File: src/sv/dtpm_pkg.sv
// Shared types, constants and helpers for the debounced threshold period meter.
package dtpm_pkg;

    // Timestamp and result widths
    localparam int TIME_W   = 32;
    localparam int OUT_W    = 32;
    localparam int SAMPLE_W = 10;
    localparam int HITS_W   = 8;
    localparam int CFG_W    = 10;
    localparam int CFG_IDX_W = 1;

    // Reset values of the configuration registers
    localparam logic [SAMPLE_W-1:0] THRESHOLD_RST = SAMPLE_W'(32);
    localparam logic [HITS_W-1:0]   DEB_HITS_RST  = HITS_W'(5);

    typedef logic [TIME_W-1:0]   t_time;
    typedef logic [OUT_W-1:0]    t_out;
    typedef logic [SAMPLE_W-1:0] t_sample;
    typedef logic [HITS_W-1:0]   t_hits;

    // Configuration register indexes
    typedef enum logic [CFG_IDX_W-1:0] {
        CFG_THRESHOLD = 1'b0,
        CFG_DEB_HITS  = 1'b1
    } t_cfg_idx;

    // Item kinds
    localparam logic MODE_TICK   = 1'b0;
    localparam logic MODE_SAMPLE = 1'b1;

    // Measurement phases; the two spare codes behave as waiting for a fall
    typedef enum logic [2:0] {
        PH_WAIT_FALL = 3'd0,
        PH_DEB_FALL  = 3'd1,
        PH_FALL_DET  = 3'd2,
        PH_WAIT_RISE = 3'd3,
        PH_DEB_RISE  = 3'd4,
        PH_RISE_DET  = 3'd5
    } t_phase;

    // One input item as held in the input register
    typedef struct packed {
        logic    mode;
        t_sample sample;
    } t_item;

    // One result item
    typedef struct packed {
        t_out period;
        t_out high_ticks;
        t_out low_ticks;
    } t_result;

    // Configuration as seen by the core
    typedef struct packed {
        t_sample threshold;
        t_hits   hit_target;
    } t_cfg;

    // Saturating hit counter increment
    function automatic t_hits bump(input t_hits c);
        if (c == '1) begin
            return c;
        end
        return c + t_hits'(1);
    endfunction

endpackage

File: src/sv/dtpm_in_if.sv
// Input channel: valid/ready handshake carrying one tick or sample item.
interface dtpm_in_if;
    logic                           valid;
    logic                           ready;
    logic                           mode;
    logic [dtpm_pkg::SAMPLE_W-1:0]  sample;

    modport source (output valid, output mode, output sample, input ready);
    modport sink   (input valid, input mode, input sample, output ready);
endinterface

File: src/sv/dtpm_out_if.sv
// Output channel: valid/ready handshake carrying one period measurement.
interface dtpm_out_if;
    logic                        valid;
    logic                        ready;
    logic [dtpm_pkg::OUT_W-1:0]  period;
    logic [dtpm_pkg::OUT_W-1:0]  high_ticks;
    logic [dtpm_pkg::OUT_W-1:0]  low_ticks;

    modport source (output valid, output period, output high_ticks, output low_ticks,
                    input ready);
    modport sink   (input valid, input period, input high_ticks, input low_ticks,
                    output ready);
endinterface

File: src/sv/dtpm_cfg.sv
// Configuration registers: threshold and debounce hit count.
module dtpm_cfg (
    input  logic                          i_clk,
    input  logic                          i_rst_n,
    input  logic                          i_cfg_we,
    input  logic [dtpm_pkg::CFG_IDX_W-1:0] i_cfg_idx,
    input  logic [dtpm_pkg::CFG_W-1:0]    i_cfg_data,
    output dtpm_pkg::t_cfg                o_cfg
);
    import dtpm_pkg::*;

    t_sample r_threshold;
    t_hits   r_deb_hits;

    // Register writes
    always_ff @(posedge i_clk) begin
        if (!i_rst_n) begin
            r_threshold <= THRESHOLD_RST;
            r_deb_hits  <= DEB_HITS_RST;
        end else if (i_cfg_we) begin
            unique case (t_cfg_idx'(i_cfg_idx))
                CFG_THRESHOLD: r_threshold <= i_cfg_data[SAMPLE_W-1:0];
                CFG_DEB_HITS:  r_deb_hits  <= i_cfg_data[HITS_W-1:0];
                default: ;
            endcase
        end
    end

    assign o_cfg.threshold  = r_threshold;
    assign o_cfg.hit_target = r_deb_hits;

endmodule

File: src/sv/dtpm_in_stage.sv
// Input register stage: holds one item until the core can take it.
module dtpm_in_stage (
    input  logic            i_clk,
    input  logic            i_rst_n,
    input  logic            i_valid,
    output logic            o_ready,
    input  dtpm_pkg::t_item i_item,
    input  logic            i_step,
    output logic            o_valid,
    output dtpm_pkg::t_item o_item
);
    import dtpm_pkg::*;

    logic  r_valid;
    t_item r_item;

    // Free when empty or when the held item moves on this cycle
    assign o_ready = !r_valid || i_step;

    always_ff @(posedge i_clk) begin
        if (!i_rst_n) begin
            r_valid <= 1'b0;
        end else if (o_ready) begin
            r_valid <= i_valid;
        end
    end

    always_ff @(posedge i_clk) begin
        if (o_ready && i_valid) begin
            r_item <= i_item;
        end
    end

    assign o_valid = r_valid;
    assign o_item  = r_item;

endmodule

File: src/sv/dtpm_core.sv
// Phase machine, timestamp and time marks; produces one result per rising mark.
module dtpm_core (
    input  logic              i_clk,
    input  logic              i_rst_n,
    input  logic              i_step,
    input  dtpm_pkg::t_item   i_item,
    input  dtpm_pkg::t_cfg    i_cfg,
    output logic              o_res_valid,
    output dtpm_pkg::t_result o_res
);
    import dtpm_pkg::*;

    t_phase r_phase, n_phase;
    t_hits  r_low_hits, n_low_hits;
    t_hits  r_high_hits, n_high_hits;
    t_time  r_timestamp, n_timestamp;
    t_time  r_fall_mark, n_fall_mark;
    t_time  r_rise_mark, n_rise_mark;
    t_time  r_high_time, n_high_time;

    logic  below;
    t_hits low_bump;
    t_hits high_bump;
    t_time low_t;

    // State registers
    always_ff @(posedge i_clk) begin
        if (!i_rst_n) begin
            r_phase     <= PH_WAIT_FALL;
            r_low_hits  <= '0;
            r_high_hits <= '0;
            r_timestamp <= '0;
            r_fall_mark <= '0;
            r_rise_mark <= '0;
            r_high_time <= '0;
        end else begin
            r_phase     <= n_phase;
            r_low_hits  <= n_low_hits;
            r_high_hits <= n_high_hits;
            r_timestamp <= n_timestamp;
            r_fall_mark <= n_fall_mark;
            r_rise_mark <= n_rise_mark;
            r_high_time <= n_high_time;
        end
    end

    assign below     = i_item.sample < i_cfg.threshold;
    assign low_bump  = bump(r_low_hits);
    assign high_bump = bump(r_high_hits);
    // low time runs from the falling mark to now (the rising mark)
    assign low_t     = r_timestamp - r_fall_mark;

    // Result fields, cut or extended to the output width
    assign o_res.period     = OUT_W'(r_high_time + low_t);
    assign o_res.high_ticks = OUT_W'(r_high_time);
    assign o_res.low_ticks  = OUT_W'(low_t);

    // Next state
    always_comb begin
        n_phase     = r_phase;
        n_low_hits  = r_low_hits;
        n_high_hits = r_high_hits;
        n_timestamp = r_timestamp;
        n_fall_mark = r_fall_mark;
        n_rise_mark = r_rise_mark;
        n_high_time = r_high_time;
        o_res_valid = 1'b0;

        if (i_step) begin
            if (i_item.mode == MODE_TICK) begin
                n_timestamp = r_timestamp + t_time'(1);
            end else begin
                unique case (r_phase)
                    PH_DEB_FALL: begin
                        if (below) begin
                            n_low_hits = low_bump;
                            if (low_bump >= i_cfg.hit_target) begin
                                n_phase = PH_FALL_DET;
                            end
                        end else begin
                            n_low_hits = '0;
                        end
                    end
                    PH_FALL_DET: begin
                        // sample value ignored; mark the fall
                        n_fall_mark = r_timestamp;
                        n_high_time = r_timestamp - r_rise_mark;
                        n_phase     = PH_WAIT_RISE;
                    end
                    PH_WAIT_RISE: begin
                        if (!below) begin
                            n_phase     = PH_DEB_RISE;
                            n_low_hits  = '0;
                            n_high_hits = t_hits'(1);
                        end
                    end
                    PH_DEB_RISE: begin
                        if (!below) begin
                            n_high_hits = high_bump;
                            if (high_bump >= i_cfg.hit_target) begin
                                n_phase = PH_RISE_DET;
                            end
                        end else begin
                            n_high_hits = '0;
                        end
                    end
                    PH_RISE_DET: begin
                        // sample value ignored; mark the rise and report
                        n_rise_mark = r_timestamp;
                        n_phase     = PH_WAIT_FALL;
                        o_res_valid = 1'b1;
                    end
                    default: begin
                        // waiting for a fall, spare codes included
                        n_phase = PH_WAIT_FALL;
                        if (below) begin
                            n_phase     = PH_DEB_FALL;
                            n_low_hits  = t_hits'(1);
                            n_high_hits = '0;
                        end
                    end
                endcase
            end
        end
    end

endmodule

File: src/sv/dtpm_out_stage.sv
// Result register: holds one measurement until the sink takes it.
module dtpm_out_stage (
    input  logic              i_clk,
    input  logic              i_rst_n,
    input  logic              i_load,
    input  dtpm_pkg::t_result i_res,
    input  logic              i_ready,
    output logic              o_valid,
    output dtpm_pkg::t_result o_res
);
    import dtpm_pkg::*;

    logic    r_valid;
    t_result r_res;

    always_ff @(posedge i_clk) begin
        if (!i_rst_n) begin
            r_valid <= 1'b0;
        end else if (i_load) begin
            r_valid <= 1'b1;
        end else if (i_ready) begin
            r_valid <= 1'b0;
        end
    end

    always_ff @(posedge i_clk) begin
        if (i_load) begin
            r_res <= i_res;
        end
    end

    assign o_valid = r_valid;
    assign o_res   = r_res;

endmodule

File: src/sv/debounced_threshold_period_meter_top.sv
// A result is loaded into the result register when the core processes the rising-detected sample.
// Throughput: one item per cycle; the input register advances into the core whenever
// the result register is empty or being taken; while a result waits on a stalled sink
// the input register holds one item and input ready stays low.
// Reset: synchronous, active low; phase to waiting for a fall, counters, timestamp and
// marks to zero, threshold to 32 and debounce hits to 5.
module debounced_threshold_period_meter_top (
    input  logic                           i_clk,
    input  logic                           i_rst_n,
    dtpm_in_if.sink                        i_in,
    dtpm_out_if.source                     o_out,
    input  logic                           i_cfg_we,
    input  logic [dtpm_pkg::CFG_IDX_W-1:0] i_cfg_idx,
    input  logic [dtpm_pkg::CFG_W-1:0]     i_cfg_data
);
    import dtpm_pkg::*;

    t_cfg    cfg;
    t_item   in_item;
    t_item   held_item;
    logic    held_valid;
    logic    step;
    logic    res_valid;
    t_result res;
    t_result out_res;
    logic    out_valid;

    // Configuration
    dtpm_cfg u_cfg (
        .i_clk      (i_clk),
        .i_rst_n    (i_rst_n),
        .i_cfg_we   (i_cfg_we),
        .i_cfg_idx  (i_cfg_idx),
        .i_cfg_data (i_cfg_data),
        .o_cfg      (cfg)
    );

    // Input register
    assign in_item.mode   = i_in.mode;
    assign in_item.sample = i_in.sample;

    dtpm_in_stage u_in (
        .i_clk   (i_clk),
        .i_rst_n (i_rst_n),
        .i_valid (i_in.valid),
        .o_ready (i_in.ready),
        .i_item  (in_item),
        .i_step  (step),
        .o_valid (held_valid),
        .o_item  (held_item)
    );

    // Process the held item when the result register can take a result
    assign step = held_valid && (!out_valid || o_out.ready);

    dtpm_core u_core (
        .i_clk       (i_clk),
        .i_rst_n     (i_rst_n),
        .i_step      (step),
        .i_item      (held_item),
        .i_cfg       (cfg),
        .o_res_valid (res_valid),
        .o_res       (res)
    );

    // Result register
    dtpm_out_stage u_out (
        .i_clk   (i_clk),
        .i_rst_n (i_rst_n),
        .i_load  (res_valid),
        .i_res   (res),
        .i_ready (o_out.ready),
        .o_valid (out_valid),
        .o_res   (out_res)
    );

    assign o_out.valid      = out_valid;
    assign o_out.period     = out_res.period;
    assign o_out.high_ticks = out_res.high_ticks;
    assign o_out.low_ticks  = out_res.low_ticks;

endmodule
File: src/flat_wrapper.sv
// flat-port wrapper written by rule: the top's interface ports become plain ports
module debounced_threshold_period_meter_top_flat import dtpm_pkg::*;
  (i_clk, i_rst_n, i_cfg_we, i_cfg_idx, i_cfg_data, i_in_valid, i_in_mode, i_in_sample, i_in_ready, o_out_valid, o_out_period, o_out_high_ticks, o_out_low_ticks, o_out_ready);
  dtpm_in_if i_in_i ();
  dtpm_out_if o_out_i ();
  input  logic i_clk;
  input  logic i_rst_n;
  input  logic i_cfg_we;
  input  logic [dtpm_pkg::CFG_IDX_W-1:0] i_cfg_idx;
  input  logic [dtpm_pkg::CFG_W-1:0] i_cfg_data;
  input wire logic [$bits(i_in_i.valid)-1:0] i_in_valid;
  input wire logic [$bits(i_in_i.mode)-1:0] i_in_mode;
  input wire logic [$bits(i_in_i.sample)-1:0] i_in_sample;
  output wire logic [$bits(i_in_i.ready)-1:0] i_in_ready;
  output wire logic [$bits(o_out_i.valid)-1:0] o_out_valid;
  output wire logic [$bits(o_out_i.period)-1:0] o_out_period;
  output wire logic [$bits(o_out_i.high_ticks)-1:0] o_out_high_ticks;
  output wire logic [$bits(o_out_i.low_ticks)-1:0] o_out_low_ticks;
  input wire logic [$bits(o_out_i.ready)-1:0] o_out_ready;
  assign i_in_i.valid = i_in_valid;
  assign i_in_i.mode = i_in_mode;
  assign i_in_i.sample = i_in_sample;
  assign i_in_ready = i_in_i.ready;
  assign o_out_valid = o_out_i.valid;
  assign o_out_period = o_out_i.period;
  assign o_out_high_ticks = o_out_i.high_ticks;
  assign o_out_low_ticks = o_out_i.low_ticks;
  assign o_out_i.ready = o_out_ready;
  debounced_threshold_period_meter_top u_core (.i_clk(i_clk), .i_rst_n(i_rst_n), .i_in(i_in_i), .o_out(o_out_i), .i_cfg_we(i_cfg_we), .i_cfg_idx(i_cfg_idx), .i_cfg_data(i_cfg_data));
endmodule
File: config.mk
export PLATFORM = sky130hd
export DESIGN_NAME = debounced_threshold_period_meter_top_flat
export DESIGN_NICKNAME = d
export VERILOG_FILES = /design/src/sv/dtpm_pkg.sv /design/src/sv/dtpm_in_if.sv /design/src/sv/dtpm_out_if.sv /design/src/sv/dtpm_cfg.sv /design/src/sv/dtpm_in_stage.sv /design/src/sv/dtpm_core.sv /design/src/sv/dtpm_out_stage.sv /design/src/sv/debounced_threshold_period_meter_top.sv /design/src/flat_wrapper.sv
export SDC_FILE = /design/constraint.sdc
export NUM_CORES = 1
export LEC_CHECK = 0
export BUFFER_PORTS_ARGS = -buffer_cell sky130_fd_sc_hd__buf_4
export CAP_MARGIN = 0
export CORE_MARGIN = 5
export CORE_UTILIZATION = 55
export CTS_CLUSTER_DIAMETER = 50
export DETAILED_ROUTE_END_ITERATION = 16
export HOLD_SLACK_MARGIN = 0.05
export PLACE_DENSITY = 0.74
export SLEW_MARGIN = 20
export SYNTH_ARGS = -nofsm -noshare
export SYNTH_HDL_FRONTEND = slang
export SYNTH_SLANG_ARGS = --single-unit
File: constraint.sdc
create_clock -name i_clk -period 6.55 [get_ports i_clk]
set_clock_uncertainty 0.15 [all_clocks]
set_input_delay 0.3275 -clock i_clk [delete_from_list [all_inputs] [get_ports i_clk]]
set_output_delay 0.3275 -clock i_clk [all_outputs]
set_load 0.02 [all_outputs]
==> Word level (Yosys, flattened, before mapping) <==
Index checks and enable logic that the tools add are counted.
Widths: inputs -> output; s select.
{ "word_totals": {"regBits": 274, "latchBits": 0, "mem_bits_rw": 0, "mem_bits_ro": 0, "out_inout_bits": 98, "n_memories": 0} }
{ "op_classes": {"n_addsub": 6, "mul": 0, "div": 0, "n_lt_le_gt_ge": 3, "n_eq_ne": 12, "shifts": 0, "n_mux": 26, "bitwise_logic": 4, "reduce_logical": 19} }
{ "op_table": {"columns": ["cell", "count"], "rows": [
  ["$mux 8", 10],
  ["$sub 32x32->32", 2],
  ["$pmux 8 s3", 2],
  ["$add 32x1->32 const B", 1],
  ["$add 32x32->32", 1],
  ["$add 8x1->8 const B", 2],
  ["$eq 8x8->1 const B", 2],
  ["$ge 8x8->1", 2],
  ["$mux 3", 5],
  ["$pmux 3 s5", 1],
  ["$lt 10x10->1", 1],
  ["$ne 2x2->1 const B", 5],
  ["$reduce_and 5->1", 2],
  ["$mux 1", 8],
  ["$reduce_and 7->1", 1],
  ["$eq 3x2->1 const B", 2],
  ["$eq 3x3->1 const B", 2],
  ["$reduce_and 2->1", 3],
  ["$reduce_and 3->1", 2],
  ["$reduce_bool 3->1", 2],
  ["$reduce_or 3->1", 2],
  ["$not 1->1", 4],
  ["$eq 3x1->1 const B", 1],
  ["$logic_and 1x1->1", 2],
  ["other kinds (3)", 5]
]} }

==> Longest topological paths before layout <==
Gate-level depths: netlist of the first run.
{ "logic_depth": {"depth_word": 7, "ltp_mapped": 22, "ltp_nobuf": 22} }

==> By module <==
A second synthesis of the first run with hierarchy kept.
{ "hier_totals": {"hier_cells": 1710, "hier_area_um2": 15647.5} }
{ "by_module_without_submodules": {"columns": ["mod", "n_inst", "cells_per_inst", "area_per_inst_um2"], "rows": [
  ["dtpm_core", 1, 1519, 11616.1],
  ["dtpm_out_stage", 1, 99, 2924.1],
  ["dtpm_cfg", 1, 74, 708.2],
  ["dtpm_in_stage", 1, 16, 387.9],
  ["debounced_threshold_period_meter_top", 1, 2, 11.3]
]} }

==> Worst setup path after synthesis of the first run <==
OpenSTA, ideal clock, no wires.
{ "synth_timing": {"kind": "reg2reg", "start": "register u_core.u_core.r_timestamp[0]", "end": "register u_core.u_out.r_res (netlist bit u_core.u_out.o_res[95]), data pin", "setup_time_ns": 0.258, "arrival_time_ns": 4.331, "required_time_ns": 6.142, "slack_ns": 1.811, "path_stages_with_launch": 23, "period_less_slack_ns": 4.739, "path_cell_list": "dfxtp_1 > inv_1 > ha_1 > fa_1 > nor2b_1 > o21ai_0 > a21boi_0 > o41ai_1 > a211oi_1 > o21ai_0 > a21boi_0 > o21ai_0 > a31oi_1 > ha_1 > a21oi_1 > o21ai_0 > a21o_1 > a21o_1 > o21bai_1 > a21boi_1 > nor4bb_1 > a211o_1 > xor2_1"} }
{ "synth_rtl": {"columns": ["item", "line_no", "rtl"], "rows": [
  ["start: declaration", "dtpm_core.sv:16", "t_time r_timestamp, n_timestamp;"],
  ["start signal: assignment", "dtpm_core.sv:40", "r_timestamp <= n_timestamp;"],
  ["end signal: assignment", "dtpm_out_stage.sv:28", "r_res <= i_res;"],
  ["end: declaration", "dtpm_out_stage.sv:14", "t_result r_res;"]
]} }

==> metrics.txt, run 1 <==
status finished clean; Least-Margin Pin Slew 0.817 ns; Synth async-reset ratio 0%; first-pass GRT wire length 59400 um; Die Ht 178 um; DRT Pass-1 Iters 7; CP peak stage delay 0.49 ns; Yosys reg bits 274; Crit. Startpoint u_core.u_core.r_timestamp[0]; FF-to-FF path depth 22; Antenna Nets Post-Route 0; I/O pin count 125; crit path cell chain inv_1, ha_1, fa_1, nor2b_1, o21ai_0, a21boi_0, o41ai_1, a211oi_1, o21ai_0, a21boi_0, o21ai_0, a31oi_1, ha_1, a21oi_1, o21ai_0, a21o_1, a21o_1, nor3_1, a21boi_1, nor4bb_1, a211o_1, xor2_1; most used cells in the layout excluding fill and tap cells nand2_1 (260), a21oi_1 (199), dfxtp_1 (167); Setup TNS 0 ns; CTS tree built; Setup WS pre-CTS 0.903 ns; Post-CTS Setup Bufs 0; final setup vio count 0; normalized max-slew margin 45.5%; CTS Sinks 274; final net count 2013; cell depth of the worst setup path 22; Vias 12.7k; most common cell after layout, fill and taps aside nand2_1; sequential area share after synthesis 42.5%; Clock Tree Buf Depth 3; Worst Setup Path Type flip-flop to flip-flop; GPL Wtd Cong 0.943; vias in the first global route 12.1k; antenna cells 0; share of cells above drive strength 1 11.5%; number of flops mapped to enable cells by yosys 107; Worst Path Max Fanout 6; Worst Hold Depth 2; Worst Path Buf+Inv 1; Cell Area, Synth 0.0154 mm^2; max_cap viols 0; pwr/cell area 210 mW/mm^2; Total Wirelength 36000 um; grt ovf 0; Period minus WS final 5.74 ns; initial antenna violation count 0; Worst Slack Setup Final 0.812 ns; Global Route Usage Sum 22.8%; Crit path max-delay family compound AO/OA/AOI/OAI gates; clk slew on worst S/H paths 0.06 ns; Slew Limit Fails 0; area delta synth->final 17.1%; Mapped Cells 1723; leakage 7.45 nW; largest net degree at the start of global routing 93; Worst Hold Class primary input to flip-flop; Clock Latency Late Sink 0.50 ns; Num CTS Buffers 36; syn_nets 1875; post-route DRC violation count 0; RSZ-0062 raised after global routing no; Post-synth top flop dfxtp_1; CP Capture Point u_core.u_out.o_res[95]; Tcrit/Tclk final 87.6%; Worst Path Required 6.75 ns; reg-to-reg slack, setup 0.81 ns; DP HPWL 25700 um; Fmax 0.174 GHz; CTS HTree Levels 2; Yosys warnings 0; Core Area 0.0278 mm^2; Yosys cell types 83; clock root buffer clkbuf_16; Crit Reg-Reg Endpoint u_core.u_out.o_res[95]; Via density 5.62; Worst setup EP type flip-flop; IO Port Bufs 124; reg-to-reg startpoint u_core.u_core.r_timestamp[0]; Startpoint Class flip-flop; data arrival time of the worst path 5.94 ns; Worst VDD drop 0.164 mV; WL per Instance 15.9 um; die area 0.0315 mm^2; drt first-iter violations 771; average size of a mapped cell 8.96 um^2; Crit-path slowest cell a211oi_1; starting density of the core 55.6%; cell mode on critical path o21ai_0; DIE WIDTH 178 um; number of placement rows 61; final hold violation count 0
[kinds of logic (layout without fill, tap and decap cells)]
logic type | Yosys count | count (layout) | share of synthesized area (%)
XOR/XNOR | 99 | 99 | 5.62
adder cells (fa/ha/maj) | 125 | 125 | 10.3
flip-flops | 274 | 274 | 42.5
AND/OR/NAND/NOR | 593 | 593 | 17.9
buffers and inverters | 164 | 327 | 4.08
AO/OA/AOI/OAI | 454 | 454 | 18.8
multiplexers | 14 | 14 | 0.924
[cells in the mapped netlist, types with 21 or more instances]
master | instances | area share, %
clkbuf_1 | 49 | 1.2
a21o_1 | 46 | 2.2
a21oi_1 | 199 | 6.5
nand2_1 | 260 | 6.3
xnor2_1 | 63 | 3.6
ha_1 | 122 | 9.9
o21ai_0 | 64 | 2.1
xor2_1 | 36 | 2.0
and3_1 | 29 | 1.2
nor2b_1 | 21 | 0.85
nand3_1 | 57 | 1.8
dfxtp_1 | 167 | 22
o21a_1 | 21 | 1.0
nand2b_1 | 21 | 0.85
inv_1 | 106 | 2.6
edfxtp_1 | 107 | 21
nor2_1 | 110 | 2.7
[sequential cells by signal, summed over array words and instances (netlist names)]
register	flops
u_core.u_core.r_timestamp	32
u_core.u_core.r_low_hits	8
u_core.u_out.o_valid	1
u_core.u_cfg.r_threshold	10
u_core.u_cfg.r_deb_hits	8
u_core.u_core.r_rise_mark	32
u_core.u_core.r_fall_mark	32
u_core.u_core.r_high_hits	8
u_core.u_out.o_res	96
u_core.u_core.r_high_time	32
u_core.u_core.r_phase	3
u_core.u_in.o_valid	1
u_core.u_in.o_item	11
[report_power, final]
part | internal [mW] | switching [mW] | leakage [nW]
Combinational | 0.0623 | 0.0881 | 4.37
Sequential | 1.78 | 0.0105 | 2.54
Clock | 1.12 | 0.730 | 0.546
[layer usage]
metal | vias to the layer above | global-route usage, % | part of all wire [%]
met1 | 5905 | 32.0 | 47
met2 | 357 | 37.1 | 45
met3 | 59 | 3.32 | 5.9
met4 | 0 | 5.90 | 2.1
li1 | 6397 | - | -
met5 | - | 0 | 0
[worst min-delay path by stage]
stage                             startpoint                            end  slack [ns]
2_1_floorplan                 i_in_sample[0]          u_core.u_in.o_item[0]        0.28
6_report                             i_rst_n   u_core.u_core.r_high_hits[0]        0.10
5_1_grt                              i_rst_n   u_core.u_core.r_high_hits[0]        0.08
3_5_place_dp   u_core.u_core.r_rise_mark[19]  u_core.u_core.r_rise_mark[19]        0.30
4_1_cts                              i_rst_n   u_core.u_core.r_high_hits[0]        0.08
3_3_place_gp   u_core.u_core.r_rise_mark[24]  u_core.u_core.r_rise_mark[24]        0.29
[final cells by class]
cell class	count	area [um^2]
repair buffers	157	1250
clock inverters	15	121
well taps	378	473
fillers	2326	9700
flip-flops and latches	274	6560
multi-input cells	1285	8260
clock buffers	48	1010
inverters	107	409
[through the flow]
| stage | std cells | instance area [um^2] | utilization [%] | hold slack [ns] | total power [mW] |
|---|---|---|---|---|---|
| finish | 2264 | 18100 | 65.1 | 0.104 | 3.79 |
| global route | 2264 | 18100 | 65.1 | 0.0843 | 3.92 |
| CTS | 2264 | 18100 | 65.1 | 0.0784 | 3.82 |
| global placement | 2174 | 16700 | 60.0 | 0.292 | 1.95 |
| floorplan | 1723 | 15400 | - | 0.276 | 1.92 |
| detailed placement | 2174 | 16700 | 60.0 | 0.297 | 1.96 |
[worst register-to-register path: cells and delay by family, from the launching register on]
kind	cells	cell delay [ns]
AOI/OAI and AO/OA	14	3.08
adders and majority gates	3	1.05
and+or+nand+nor	3	0.63
buffers and inverters	1	0.10
xor gates and xnor gates	1	0.17
DFF	1	0.42
[what timing repair did]
action | in CTS | in global routing
resized for setup | 0 | 0
endpoints found under the hold margin | 31 | 0
hold buffers | 27 | 0
No activity file was read; power rests on OpenSTA's default activity.
==> inputs of run 2 (changes only) <==
--- a/config.mk
+++ b/config.mk
@@ -5,12 +5,14 @@
 export SDC_FILE = /design/constraint.sdc
 export NUM_CORES = 1
 export LEC_CHECK = 0
+export ABC_AREA = 1
 export BUFFER_PORTS_ARGS = -buffer_cell sky130_fd_sc_hd__buf_4
 export CAP_MARGIN = 0
 export CORE_MARGIN = 5
 export CORE_UTILIZATION = 55
 export CTS_CLUSTER_DIAMETER = 50
 export DETAILED_ROUTE_END_ITERATION = 16
+export GPL_ROUTABILITY_DRIVEN = 0
 export HOLD_SLACK_MARGIN = 0.05
 export PLACE_DENSITY = 0.74
 export SLEW_MARGIN = 20
==> metrics.txt, run 2 <==
Least-Margin Pin Slew 1.11 ns; Worst Path Buf+Inv 1; Total Wirelength 46300 um; sequential area share after synthesis 39.4%; Vias 15.5k; post-route DRC violation count 0; status finished clean; average size of a mapped cell 7.60 um^2; cts repair resizes 0; Tot Pwr 4.31 mW; Clock Tree Buf Depth 3; CTS tree built; starting density of the core 56.0%; largest net degree at the start of global routing 80; Crit path max-delay family compound AO/OA/AOI/OAI gates; Synth async-reset ratio 0%; Die Ht 184 um; Tcrit/Tclk final 63.4%; Crit-path slowest cell o21ai_0; Worst Hold Class primary input to flip-flop; CTS Sinks 274; grt ovf 0; max_cap viols 0; multiplexer share of the synthesized area 0%; largest area contributor in the netlist dfxtp_1; RSZ-0062 raised after global routing no; top post-synthesis cells by count nand2_1 (460), inv_1 (285), a21oi_1 (240); Startpoint Class flip-flop; Slew Limit Fails 0; antenna cells 0; Largest register FFs 96; Fmax 0.241 GHz; DIE WIDTH 184 um; I/O pin count 125; final hold violation count 0; Setup TNS 0 ns; final net count 2487; Antenna Nets Post-Route 0; Yosys cell types 51; most used cells in the layout excluding fill and tap cells nand2_1 (459), inv_1 (284), a21oi_1 (240); number of placement rows 63; Worst Path Max Fanout 6; cell mode on critical path nand2_1; data arrival time of the worst path 4.29 ns; Clock Latency Late Sink 0.52 ns; WL per Instance 16.8 um; vias in the first global route 14.9k; initial antenna violation count 0; first-pass GRT wire length 74600 um; Num CTS Buffers 34; IO Port Bufs 124; number of flops mapped to enable cells by yosys 107; crit path cell chain inv_1, ha_1, fa_1, o21ai_1, a21oi_1, o21ai_2, xor2_1, ha_1, nand2_1, nor2_1, nand2_1, o21ai_0, nand3_1, nand3_1, nand2_1; xor/xnor share of the synthesized area 4.63%; Via density 5.62; Worst VDD drop 0.201 mV; Cell Area, Synth 0.0166 mm^2; normalized max-slew margin 26.0%; Post-synth top flop dfxtp_1; DRT Pass-1 Iters 8; clock root buffer clkbuf_16; CTS HTree Levels 2; DP HPWL 34700 um; post-synthesis adder-cell area fraction 9.54%; Core Area 0.0297 mm^2; share of cells above drive strength 1 10.5%; Post-CTS Setup Bufs 0; CP peak stage delay 0.56 ns; Worst setup EP type flip-flop; Mapped Cells 2190; largest family of logic cells by synthesized area simple AND/OR/NAND/NOR gates; pwr/cell area 223 mW/mm^2; reg-to-reg slack, setup 2.40 ns; Worst Path Required 6.68 ns; Worst Setup Path Type flip-flop to flip-flop; Post-Synth Simple-Gate Area 23.3%; final setup vio count 0; ranking of synthesized cells by area dfxtp_1 (20%), edfxtp_1 (19%), nand2_1 (10%); clk slew on worst S/H paths 0.06 ns; most frequent cell after synthesis nand2_1; most common cell after layout, fill and taps aside nand2_1; Yosys reg bits 274; fillers 2512; die area 0.0338 mm^2; syn_nets 2342; post-synthesis compound-gate area fraction 15.2%; Period minus WS final 4.15 ns; area delta synth->final 16.1%; leakage 9.11 nW; drt first-iter violations 1548; Global Route Usage Sum 26.9%; Yosys warnings 0; top-area cell type share of the netlist area 20.1%
==> run 2: cell count changes in the layout (fill, tap and decap cells not counted), moves of 50 or more <==
cell / change
xnor2_1: -50
nand2_1: +199
o21ai_0: +89
nor2_1: +102
nand3_1: +52
inv_1: +179
==> run 2: area by class of cell <==
type / instances / area (um^2) / share of cell area, %
multi-input cells: 1573 / 8760 / 45.3
inverters: 299 / 1130 / 5.83
clock inverters: 19 / 273 / 1.41
repair buffers: 153 / 1210 / 6.28
flip-flops and latches: 274 / 6560 / 33.9
clock buffers: 43 / 905 / 4.68
well taps: 390 / 488 / 2.53
==> run 2: kinds of logic (layout without fill, tap and decap cells) <==
kind of cell	Yosys count	in the layout
compound gates	470	470
xor+xnor	88	88
fa+ha+maj	125	125
buf+inv	343	514
flops	274	274
simple gates	890	890
==> run 2: metal layers <==
layer  routed length [um]  vias up  track usage (%)
li1                     -     7572                -
met1                19800     7083             36.1
met2                21100      683             44.6
met3                 3550      129             3.58
met4                 1810        0             9.64
met5                    0        -                0
==> run 2: worst paths after layout <==
kind,cells after the start,start,end
max,15,u_core.u_core.r_timestamp[0],u_core.u_out.o_res[94]
min,3,i_rst_n,u_core.u_core.r_low_hits[3]
max reg2reg,15,u_core.u_core.r_timestamp[0],u_core.u_out.o_res[94]
min reg2reg,2,u_core.u_core.r_rise_mark[26],u_core.u_core.r_rise_mark[26]
==> run 2: power by group <==
part / leakage [nW] / internal [mW] / switching, mW
Sequential: 2.28 / 1.81 / 0.0182
Clock: 0.574 / 1.20 / 0.765
Combinational: 6.26 / 0.178 / 0.341
==> run 2: worst register-to-register path: stages, from the launching register on <==
cell	delay (ns)
dfxtp_1	0.39
inv_1	0.13
ha_1	0.26
fa_1	0.46
o21ai_1	0.26
a21oi_1	0.19
o21ai_2	0.25
xor2_1	0.12
ha_1	0.40
nand2_1	0.10
nor2_1	0.18
nand2_1	0.06
o21ai_0	0.56
nand3_1	0.22
nand3_1	0.12
nand2_1	0.07
==> run 2: per-stage QoR <==
step	area [um^2]	hold slack, ns	setup slack (ns)	cells	util (%)
after floorplan	16600	0.276	3.02	2190	-
after global placement	17900	0.292	2.60	2663	60.2
after detailed placement	17900	0.299	2.45	2663	60.2
after CTS	19300	0.116	2.41	2751	65.0
after global routing	19300	0.146	1.87	2751	65.0
final	19300	0.136	2.40	2751	65.0
==> run 2: timing repair <==
action                                  4_1_cts  5_1_grt
endpoints found under the hold margin        31        0
endpoints found under the setup margin        0        0
hold buffers                                 26        0
